$ cat src/rtl/smpd_pkg.sv
`default_nettype none
package smpd_pkg;

    localparam int AXES_DEF       = 3;
    localparam int AXES_MAX       = 3;
    localparam int POWER_ITER_DEF = 16;
    localparam int ITER_MAX       = 32;

    localparam logic [31:0] GAIN_POS_LOW_RST  = 32'd327680;
    localparam logic [31:0] GAIN_POS_HIGH_RST = 32'd327680;
    localparam logic [31:0] GAIN_VEL_LOW_RST  = 32'd393216;
    localparam logic [31:0] GAIN_VEL_HIGH_RST = 32'd393216;
    localparam logic [12:0] SMALL_EXP_RST     = 13'd2662;
    localparam logic [13:0] LARGE_EXP_RST     = 14'd4915;
    localparam logic [23:0] STEP_TIME_RST     = 24'd167772;

    localparam logic [30:0] MAG_MAX = '1;

    typedef enum logic [3:0] {
        LN_IDLE,
        LN_NORM,
        LN_LOG,
        LN_EXP_MUL,
        LN_EXP,
        LN_SCALE,
        LN_GAIN,
        LN_VSUM,
        LN_VSTEP,
        LN_PSUM,
        LN_PSTEP,
        LN_DONE
    } lane_state_t;

    typedef enum logic [2:0] {
        REG_GAIN_POS_LOW  = 3'd0,
        REG_GAIN_POS_HIGH = 3'd1,
        REG_GAIN_VEL_LOW  = 3'd2,
        REG_GAIN_VEL_HIGH = 3'd3,
        REG_SMALL_EXP     = 3'd4,
        REG_LARGE_EXP     = 3'd5,
        REG_STEP_TIME     = 3'd6
    } cfg_reg_t;

    typedef struct packed {
        logic [31:0] gain_pos_low;
        logic [31:0] gain_pos_high;
        logic [31:0] gain_vel_low;
        logic [31:0] gain_vel_high;
        logic [12:0] small_exponent;
        logic [13:0] large_exponent;
        logic [23:0] step_time;
    } cfg_t;

    typedef struct packed {
        logic signed [31:0] est;
        logic signed [31:0] vel;
        logic signed [31:0] err;
        logic               clip;
    } lane_res_t;

    typedef struct packed {
        logic idle;
        logic done;
    } lane_stat_t;

    typedef logic [31:0] root_tab_t [0:ITER_MAX];

    function automatic logic [63:0] isqrt64(input logic [63:0] val);
        logic [63:0] v;
        logic [63:0] res;
        logic [63:0] bitv;
        v    = val;
        res  = 64'd0;
        bitv = 64'd1 << 62;
        for (int j = 0; j < 32; j++) begin
            if (bitv > v) begin
                bitv = bitv >> 2;
            end
        end
        for (int j = 0; j < 32; j++) begin
            if (bitv != 64'd0) begin
                if (v >= res + bitv) begin
                    v   = v - (res + bitv);
                    res = (res >> 1) + bitv;
                end else begin
                    res = res >> 1;
                end
                bitv = bitv >> 2;
            end
        end
        return res;
    endfunction

    function automatic root_tab_t root_table();
        root_tab_t   tab;
        logic [63:0] root;
        root   = 64'd1 << 31;
        tab[0] = root[31:0];
        for (int i = 1; i <= ITER_MAX; i++) begin
            root   = isqrt64(root << 30);
            tab[i] = root[31:0];
        end
        return tab;
    endfunction

    localparam root_tab_t ROOT_TAB = root_table();

    // {clip, value}
    function automatic logic [32:0] sat32(input logic signed [49:0] v);
        logic [32:0] r;
        if (v > 50'sd2147483647) begin
            r = {1'b1, 32'h7FFF_FFFF};
        end else if (v < -50'sd2147483648) begin
            r = {1'b1, 32'h8000_0000};
        end else begin
            r = {1'b0, v[31:0]};
        end
        return r;
    endfunction

endpackage
`default_nettype wire

$ cat src/rtl/smpd_merge.sv
`default_nettype none
module smpd_merge #(
    parameter int AXES = smpd_pkg::AXES_DEF
) (
    input  wire logic                  clk,
    input  wire logic                  rst_n,
    input  wire smpd_pkg::lane_stat_t  lane_stat [AXES],
    input  wire smpd_pkg::lane_res_t   lane_res [AXES],
    input  wire logic                  out_ready,
    output logic                       out_valid,
    output logic                       lane_release,
    output smpd_pkg::lane_res_t        out_res [smpd_pkg::AXES_MAX],
    output logic                       out_sat
);
    import smpd_pkg::*;

    logic      all_done;
    logic      any_clip;
    logic      load;
    logic      valid_reg, valid_next;
    lane_res_t res_reg [AXES_MAX];
    lane_res_t res_next [AXES_MAX];
    logic      sat_reg, sat_next;

    always_comb
    begin
        all_done = 1'b1;
        any_clip = 1'b0;
        for (int j = 0; j < AXES; j++) begin
            all_done = all_done & lane_stat[j].done;
            any_clip = any_clip | lane_res[j].clip;
        end
    end

    assign load = all_done & (!valid_reg | out_ready);

    generate
        for (genvar g = 0; g < AXES_MAX; g++) begin : g_axis
            if (g < AXES) begin : g_live
                assign res_next[g] = load ? lane_res[g] : res_reg[g];
            end else begin : g_pad
                assign res_next[g] = '0;
            end
        end
    endgenerate

    assign sat_next   = load ? any_clip : sat_reg;
    assign valid_next = load | (valid_reg & !out_ready);

    always_ff @(posedge clk or negedge rst_n)
    begin
        if (!rst_n) begin
            valid_reg <= 1'b0;
        end else begin
            valid_reg <= valid_next;
        end
    end

    always_ff @(posedge clk)
    begin
        sat_reg <= sat_next;
        for (int j = 0; j < AXES_MAX; j++) begin
            res_reg[j] <= res_next[j];
        end
    end

    assign out_valid    = valid_reg;
    assign lane_release = load;
    assign out_sat      = sat_reg;
    assign out_res      = res_reg;

endmodule
`default_nettype wire
$ cat config.mk
export PLATFORM = sky130hd
export DESIGN_NAME = smpd_merge
export DESIGN_NICKNAME = d
export VERILOG_FILES = /design/src/rtl/smpd_pkg.sv /design/src/rtl/smpd_merge.sv
export SDC_FILE = /design/constraint.sdc
export NUM_CORES = 1
export LEC_CHECK = 0
export BUFFER_PORTS_ARGS = -buffer_cell sky130_fd_sc_hd__buf_4
export CAP_MARGIN = 20
export CORE_AREA = 2 2 233 235
export CTS_BUF_LIST = sky130_fd_sc_hd__clkbuf_2 sky130_fd_sc_hd__clkbuf_4 sky130_fd_sc_hd__clkbuf_8
export CTS_CLUSTER_DIAMETER = 200
export DETAILED_ROUTE_END_ITERATION = 6
export DIE_AREA = 0 0 235 237
export SKIP_LAST_GASP = 1
export SYNTH_ARGS = -nofsm -noshare
export SYNTH_HDL_FRONTEND = slang
export SYNTH_SLANG_ARGS = --single-unit
$ cat constraint.sdc
create_clock -name clk -period 26.7 [get_ports clk]
set_clock_uncertainty 0.2 [all_clocks]
set_input_delay 5.34 -clock clk [delete_from_list [all_inputs] [get_ports clk]]
set_output_delay 5.34 -clock clk [all_outputs]
set_load 0.05 [all_outputs]
==> results <==
- The total number of placement rows is between 80 and 90.
- In this run the horizontal extent of the chip is about 240 µm.
- The multiplexer share of the synthesized area is 0.
- The initial utilization of the core area, before any placement, comes to 0.166.
- The data required time at the worst endpoint is around 21000 ps.
- The most frequently used flop master after synthesis is sky130_fd_sc_hd__edfxtp_1.
- The post-route clock period utilization is 0.456.
- During synthesis, Yosys emitted a total of 0 warnings.
- The power after layout is about 1100 µW.
- Yosys attributes the largest share of cell area to sky130_fd_sc_hd__edfxtp_1, sky130_fd_sc_hd__dfrtp_1, sky130_fd_sc_hd__inv_1.
- Summed over all layers, the routed wires come to 27.7 mm.
- The worst IR drop on VDD is ~39 µV.
- The relative slew slack is 0.352.
- In this run the worst hold path is classified as flop to flop.
- The run finished with clean final reports.
- The slew at the pin closest to its max-slew limit is 972 ps.
- The synthesized area is just under 9000 µm².
- The data arrival time at the worst-slack endpoint is 6640 ps.
- In this run the remaining antenna-violating nets after routing total 0.
- After synthesis, the share of flip-flops with an asynchronous set or reset is 0.00341.
- Setup repair after global routing left no endpoint under its margin.
- The critical path start-end classification is input pin to output pin.
- The post-synthesis to final-layout area growth is 73.0%.
- In the post-synthesis netlist, the cell with the most instances is sky130_fd_sc_hd__edfxtp_1.
- The number of antenna diodes in the final layout is 0.
- The sequential cells in the finished layout cover a total of ~9000 µm².
- The CTS tree is yes.
- Sorting the synthesized cells by how often they occur yields sky130_fd_sc_hd__edfxtp_1, sky130_fd_sc_hd__inv_1.
- The average wire per cell in the routed design is between 15 and 20 µm.
- Of the total synthesized cell area, the portion taken by XOR and XNOR cells is 0.
- Counting along the longest clock path gives a buffer depth of 3.
- The total number of H-tree levels is 2.
- The max-slew violation count is 0.
- STA classifies the critical path endpoint as an output pin.
- The count of unique library cells instantiated by Yosys is 7.
- The biggest area contributor in the post-synthesis netlist is sky130_fd_sc_hd__edfxtp_1.
- The total number of vias is about 5600.
- The count of clock tree sinks is roughly 300.
- The final hold violation count is 0.
- The total global-route track usage is 0.0940.
- Of the synthesized area, sequential elements account for 0.997.
- The cts-stage hold buffer count is 0.
- The area of the core region is roughly 53000 µm².
- For the final routed database, the setup TNS stands at 0 ps.
- Global routing finished with a remaining overflow of 0.
- The number of setup violations in the final report is 0.
- At the end of routability-driven placement, the weighted congestion stood at between 0.7 and 0.8.
- Of the total synthesized cell area, the portion taken by AND, OR, NAND and NOR gates is 0.00128.
- The largest family of logic cells by synthesized area is simple AND/OR/NAND/NOR gates.
- Counting the fill cells in the layout gives around 5400.
- The clock transition time at the flip-flop clock pins of the worst setup and hold paths is about 50 ps.
- The adder-cell share of the synthesized area is 0.
- The worst setup path is launched from an input pin.
- In the final layout, the multi-input gates occupy 32.5 µm².
- The clock network latency to the later pin of the worst-skew pair is 590 ps.
- For the finished layout, the period the worst path requires is about 12000 ps.
- The number of global-route vias before repair came to around 6100.
- The post-cts resize count is 0.
- At the end of the flow, the number of nets in the layout was around 1200.
- The height of the die is roughly 240 µm.
- After synthesis, the mean cell area works out to approximately 30 µm².
- The vias per cell is between 3 and 4.
- Entering global routing, the biggest net connects 149 pins.
- The max-capacitance violation count is 0.
- The synthesized design contains ~290 enable-type register cells.
- The leakage dissipation is just over 0.006 µW.
- The maximum achievable frequency is around 0.08 GHz.
- Of the cells placed in the final design, the portion with a size suffix greater than 1 is 0.687.
- In this run, the number of DRC markers left after iteration 0 of detailed routing was 158.
- The maximum fanout encountered on the critical timing path is 148.
- Synthesis inferred slightly below 300 register bits.
- Of the post-synthesis cell area, the dominant cell type holds 0.994.
- The cell count after synthesis is 299.
- The pre-antenna-repair detailed-routing pass consisted of 4 iterations.
- The total die area is 55700 µm².
- When the netlist entered floorplanning its net count stood at ~600.
- The power per unit of standard cell area is 70.1 nW/µm².
- The count of buffers inserted at the top-level ports is ~600.
- The TritonCTS buffer count is 52.
- The detailed-route DRC error count is 0.
- The initial antenna violation count is 5.
- The tree is rooted in a sky130_fd_sc_hd__clkbuf_8.
- The post-CTS setup repair buffer count is 0.
- 594 I/O pins were placed.
- The compound-cell area share of the yosys netlist was 0.00113.
- The first global-routing pass estimated 38.4 mm of wire.
[critical path, stage by stage]
cell and delay (ps):
sky130_fd_sc_hd__buf_4 80, sky130_fd_sc_hd__nand3_1 120, sky130_fd_sc_hd__a21oi_4 160, sky130_fd_sc_hd__buf_12 590, sky130_fd_sc_hd__buf_4 330
[final timing paths]
kind                                 to          from  slack, ps  cells past startpoint
max reg2reg                out_res[206]     out_valid      23880                      3
min in group asynchronous     out_valid         rst_n       4310                      1
min reg2reg                   out_valid     out_valid        420                      2
max in group asynchronous     out_valid         rst_n      21910                      1
min                           out_valid     out_valid        420                      2
max                        lane_release  lane_stat[0]      14520                      5
[placed cells by master, fill, tap and decap left out]
| cell type | instances |
|---|---|
| sky130_fd_sc_hd__clkinv_1 | 11 |
| sky130_fd_sc_hd__bufinv_16 | 4 |
| sky130_fd_sc_hd__dfrtp_1 | 1 |
| sky130_fd_sc_hd__clkinv_2 | 3 |
| sky130_fd_sc_hd__buf_12 | 1 |
| sky130_fd_sc_hd__or3_1 | 1 |
| sky130_fd_sc_hd__clkbuf_4 | 20 |
| sky130_fd_sc_hd__edfxtp_1 | 292 |
| sky130_fd_sc_hd__a21oi_4 | 1 |
| sky130_fd_sc_hd__buf_4 | 592 |
| sky130_fd_sc_hd__clkbuf_8 | 56 |
| sky130_fd_sc_hd__inv_1 | 2 |
| sky130_fd_sc_hd__nand3_1 | 1 |
| sky130_fd_sc_hd__o21ai_0 | 1 |
[logic make-up (layout without fill, tap and decap cells)]
logic type,count (synthesis),after routing
buffers and inverters,2,689
DFF,293,293
AOI/OAI and AO/OA,2,2
and+or+nand+nor,2,2
[report_power, final]
group | internal, µW | total (µW) | leakage (µW) | switching (µW)
logic | 42.0 | 104 | 0.00287 | 61.8
registers | 523 | 527 | 0.00269 | 3.96
clock network | 258 | 440 | 0.000580 | 181
total | 823 | 1070 | 0.00614 | 247
[final cells by class]
| class | count | area share |
|---|---|---|
| well taps | 696 | 0.0570 |
| flip-flops and latches | 293 | 0.576 |
| inverters | 2 | 0.000492 |
| repair buffers | 593 | 0.292 |
| multi-input cells | 4 | 0.00213 |
| clock buffers | 76 | 0.0603 |
| clock inverters | 18 | 0.0116 |
[stage by stage]
step,cells,utilization,hold WS [ps],setup WS (ps),instance area (µm²)
CTS,1682,0.287,414,14460,15300
global route,1682,0.287,440,14380,15300
finish,1682,0.287,416,14520,15300
global placement,1588,0.266,392,14470,14200
detailed placement,1588,0.266,413,14460,14200
floorplan,299,-,569,988,8820
[flip-flops by register name, summed over array words and instances (netlist names)]
register,count
out_res,291
out_valid,1
out_sat,1
[metal layers]
metal / vias to the layer above / share of wire / GRT usage
li1: 2529 / - / -
met1: 2662 / 0.32 / 0.0888
met2: 374 / 0.49 / 0.157
met3: 73 / 0.14 / 0.0598
met4: 10 / 0.040 / 0.0493
met5: - / 0.0025 / 0
Note: power is estimated with default switching activity, not from simulation.
